`config.mk`:
```
export PLATFORM = sky130hd
export DESIGN_NAME = mrpt_mulmod
export DESIGN_NICKNAME = d
export VERILOG_FILES = /design/src/rtl/mrpt_mulmod.sv
export SDC_FILE = /design/constraint.sdc
export NUM_CORES = 1
export LEC_CHECK = 0
export BUFFER_PORTS_ARGS = -buffer_cell sky130_fd_sc_hd__buf_2
export CAP_MARGIN = 40
export CORE_MARGIN = 2
export CORE_UTILIZATION = 50
export DETAILED_ROUTE_END_ITERATION = 6
export PLACE_DENSITY_LB_ADDON = 0.1
export SLEW_MARGIN = 20
export SYNTH_ARGS = -nofsm -noshare
export SYNTH_HDL_FRONTEND = slang
export SYNTH_SLANG_ARGS = --single-unit
```
`constraint.sdc`:
```
create_clock -name clock -period 12.4 [get_ports clock]
set_input_delay 0.62 -clock clock [delete_from_list [all_inputs] [get_ports clock]]
set_output_delay 0.62 -clock clock [all_outputs]
set_load 0.02 [all_outputs]
```
`src/rtl/mrpt_mulmod.sv`:
```
`timescale 1ns / 1ps

// Shift-and-add modular multiplier: x * y mod n, one bit of y per cycle, MSB first.
// Operands must be below n. The modulus must stay stable while the unit is busy.
module mrpt_mulmod #(
   parameter int VALUE_BITS = 32
) (
   input  logic                  clock,
   input  logic                  reset,
   input  logic                  start,
   input  logic [VALUE_BITS-1:0] x,
   input  logic [VALUE_BITS-1:0] y,
   input  logic [VALUE_BITS-1:0] n,
   output logic                  done,
   output logic [VALUE_BITS-1:0] result
);

   localparam int CNT_BITS = $clog2(VALUE_BITS + 1);

   logic                  busy_ff, busy_in;
   logic                  done_ff, done_in;
   logic [CNT_BITS-1:0]   cnt_ff, cnt_in;
   logic [VALUE_BITS-1:0] acc_ff, acc_in;
   logic [VALUE_BITS-1:0] x_ff, x_in;
   logic [VALUE_BITS-1:0] y_ff, y_in;

   logic [VALUE_BITS+1:0] sum;
   logic [VALUE_BITS+1:0] n1;
   logic [VALUE_BITS+1:0] n2;
   logic [VALUE_BITS+1:0] reduced;

   // The running sum stays below n, so twice it plus x stays below 3n.
   assign sum = {1'b0, acc_ff, 1'b0}
              + (y_ff[VALUE_BITS-1] ? {2'b00, x_ff} : '0);
   assign n1  = {2'b00, n};
   assign n2  = {1'b0, n, 1'b0};

   always_comb begin
      if (sum >= n2) begin
         reduced = sum - n2;
      end else if (sum >= n1) begin
         reduced = sum - n1;
      end else begin
         reduced = sum;
      end
   end

   always_comb begin
      busy_in = busy_ff;
      done_in = 1'b0;
      cnt_in  = cnt_ff;
      acc_in  = acc_ff;
      x_in    = x_ff;
      y_in    = y_ff;
      if (start) begin
         busy_in = 1'b1;
         cnt_in  = CNT_BITS'(VALUE_BITS);
         acc_in  = '0;
         x_in    = x;
         y_in    = y;
      end else if (busy_ff) begin
         acc_in = reduced[VALUE_BITS-1:0];
         y_in   = {y_ff[VALUE_BITS-2:0], 1'b0};
         cnt_in = cnt_ff - CNT_BITS'(1);
         if (cnt_ff == CNT_BITS'(1)) begin
            busy_in = 1'b0;
            done_in = 1'b1;
         end
      end
   end

   always_ff @(posedge clock) begin
      if (reset) begin
         busy_ff <= 1'b0;
         done_ff <= 1'b0;
         cnt_ff  <= '0;
      end else begin
         busy_ff <= busy_in;
         done_ff <= done_in;
         cnt_ff  <= cnt_in;
      end
      acc_ff <= acc_in;
      x_ff   <= x_in;
      y_ff   <= y_in;
   end

   assign done   = done_ff;
   assign result = acc_ff;

endmodule

```
==> flow_summary_export.csv <==
group,metric,value,unit
floorplan,die_height,142.5,um
pwr,power_density,237.2,nW/um^2
sta,setup_viol,0,
cts,clk_latency,0.35,ns
detailed_routing,drc_errors,0,
cells_and_area,fillers,1766,
critical_path,start_kind,"flip-flop",
placement,gp_congestion,0.9606,
floorplan,initial_utilization,51.11,%
detailed_routing,post_drt_wl_per_cell,19.17,um
pwr,switching_power,0.001280,W
floorplan,rows,50,
pwr,comb_power_share,69.7,%
cts,cts.sinks,104,
synth,synthArstFlopShare,0,%
detailed_routing,drt-vias-per-instance,6.026,
sta,min_period,6.652,ns
critical_path,worstSetupPathType,"flip-flop to flip-flop",
pwr,ir_drop,0.0001154,V
cts,clk_pin_slew,0.08,ns
synth,synth_area_per_cell,8.672,sq um
critical_path,r2r_cells,21,
cts,cts_max_level,3,
detailed_routing,wirelength,27.80,mm
synth,synth_seq_cells,104,
cts,cts_resized,0,
grt,grt_max_degree,68,
cts,post_cts.repair.setup_buffers,0,
critical_path,required,12.67,ns
sta,fin_worst_skew,0.009802,ns
grt,grt_pass1_vias,8295,
critical_path,reg2reg_from,"y_ff[31]",
pwr,leakagePower,4.698,nW
grt,grt_pass1_wl,43.23,mm
grt,antenna_found_initial,0,
sta,final_max_slew_viol_count,0,
cells_and_area,multiInputGateArea,6455,sq um
critical_path,endpoint,"result[0]",
synth,yosys.area.top_type,"edfxtp_1",
detailed_routing,vias,8737,
detailed_routing,drtAntennaViolNets,0,
critical_path,worstPathArrival,6.92,ns
detailed_routing,firstDrtPassIters,5,
synth,synthDistinctLibCells,81,
cts,cts_inserted_buffers,9,
synth,synth_area,9592,sq um
grt,track_usage,27.23,%
sta,worst_pin_slew,0.8793,ns
sta,clock.fmax,150.3,MHz
cells_and_area,nets,1410,
flow_run,drv_cap,0,
critical_path,reg2reg_to,"result[0]",
synth,synth-seq-area-share,28.39,%
pwr,intPower,0.001258,W
pwr,seqPwrFrac,18.9,%
cts,cts-root-buf,"clkbuf_16",
detailed_routing,first_iter_violations,602,
placement,port_buffers,131,
synth,ys_warn_count,0,
synth,post-synth-top-count-cell,"a21oi_1",
cells_and_area,final_util,57.02,%
synth,synth_commonest_cells,"104 x a21oi_1, 97 x ha_1, 86 x nor2_1",
synth,syn_inst,1106,
sta,holdWs,0.4390,ns
critical_path,reg2reg_slack,5.75,ns
critical_path,critical_path.startpoint,"y_ff[31]",
pwr,pwr-share-clk,11.5,%
cts,postCtsHoldBufs,0,
floorplan,coreArea,18770,sq um
placement,hpwl,22.17,mm
cells_and_area,area_growth,11.57,%
synth,synth_top_area_share,20.04,%
floorplan,die_w,142.5,um
cts,cts_tree,"built",
cells_and_area,seqCellArea,2723,sq um
cells_and_area,antenna_cells,0,
sta,relSlewSlack,41.16,%
synth,synth_edf_count,64,
cells_and_area,layout-drive-gt1-share,18.01,%
floorplan,pin_count,132,
cts,clockBufferDepth,2,
critical_path,worstSetupEndpointType,"flip-flop",
sta,rsz0062_at_grt,"false",
sta,fin_tns_setup,0,ns
synth,synth.area.top_cells,"edfxtp_1 20%, ha_1 13%, dfxtp_1 8.3%, a21oi_1 5.4%, xnor2_1 5.0%",
grt,overflow,0,
pwr,switching_share,50.43,%
synth,dominantRegCellSynth,"edfxtp_1",
run_status,status,"finished clean",
min_path,hp-class,"primary input to flip-flop",
sta,hold_violations,0,
synth,syn-num-nets,1305,
critical_path,cp_max_fo,32,
floorplan,die-area,20310,sq um
sta,fin_crit_sh,53.64,%
[per-stage QoR]
step / cells / setup WS (ns) / total power (W) / area, sq um
2_1_floorplan: 1106 / 7.368 / 0.001792 / 9592
3_3_place_gp: 1434 / 6.073 / 0.002224 / 10400
3_5_place_dp: 1434 / 5.797 / 0.002218 / 10400
4_1_cts: 1450 / 5.751 / 0.002519 / 10700
5_1_grt: 1450 / 5.298 / 0.002728 / 10700
6_report: 1450 / 5.748 / 0.002539 / 10700
[placed cells by master, fill, tap and decap left out, types with 7 or more instances in the layout]
cell,count
buf_2,130
a21oi_1,104
ha_1,97
nor2_1,86
nand2_1,76
o21ai_0,69
edfxtp_1,64
inv_1,61
xnor2_1,55
dfxtp_1,40
mux2_2,35
and2_1,32
a21o_1,31
xor2_1,26
nor3_1,23
a31oi_1,18
a211oi_1,16
nand3_1,16
nand4_1,15
o21a_1,15
o211ai_1,11
mux2i_1,10
or3_1,9
nand2b_1,9
clkbuf_16,9
o221ai_1,8
o21bai_1,8
o21ai_1,7
nor2b_1,7
[flip-flops by register name (all words and copies together) (netlist names)]
signal / cells
y_ff: 32
x_ff: 32
done: 1
busy_ff: 1
cnt_ff: 6
result: 32
[how the worst min path moves through the flow]
| stage | start | to | slack, ns | cells past startpoint |
|---|---|---|---|---|
| floorplan | cnt_ff[1] | cnt_ff[1] | 0.48 | 2 |
| global placement | result[27] | result[27] | 0.49 | 2 |
| detailed placement | result[21] | result[21] | 0.49 | 2 |
| CTS | x[3] | x_ff[3] | 0.42 | 1 |
| global route | x[12] | x_ff[12] | 0.42 | 1 |
| finish | x[3] | x_ff[3] | 0.44 | 1 |
[cell families after synthesis]
family | synth area share, %
AO/OA/AOI/OAI | 25.14
flip-flops | 28.39
buffers and inverters | 4.448
multiplexers | 5.857
AND/OR/NAND/NOR | 15.50
XOR/XNOR | 7.396
adder cells (fa/ha/maj) | 13.28
[power by group through the flow]
stage / registers [W] / clock network (W) / logic [W]
after floorplan: 0.000498 / 0 / 0.00129
after global placement: 0.000487 / 0 / 0.00174
after detailed placement: 0.000487 / 0 / 0.00173
after CTS: 0.000479 / 0.000297 / 0.00174
after global routing: 0.000485 / 0.000308 / 0.00193
final: 0.000479 / 0.000291 / 0.00177
[cell type report]
class | count | share of cell area, %
sequential | 104 | 25.44
clock buffer | 9 | 2.105
timing repair buffer | 136 | 6.501
tap | 234 | 2.736
multi-input combinational | 899 | 60.32
inverter | 61 | 2.140
clock inverter | 7 | 0.7600
[critical path, cell delays in order (launching register included)]
cell and delay (ns):
edfxtp_1 0.87, and2_1 0.23, ha_1 0.18, inv_1 0.07, fa_1 0.40, nand2b_1 0.21
a211oi_2 0.34, o21bai_2 0.20, a2111oi_4 0.44, nor2_1 0.11, xnor2_1 0.37, ha_1 0.28
nand3_1 0.10, or3_1 0.43, nor3_1 0.22, o311a_1 0.26, nor3_1 0.09, o31ai_2 0.31
a211o_1 0.68, nor2_2 0.18, mux2_1 0.35, a211oi_1 0.21
[routing by layer]
layer,wire length [um],share of wire [%],GRT usage (%),up-vias
li1,-,-,-,4332
met1,12000,43,34.91,4051
met2,13250,48,46.28,285
met3,1395,5.0,3.937,69
met4,1162,4.2,10.79,0
met5,0,0,0,-
Power figures use the tool's default switching activity.
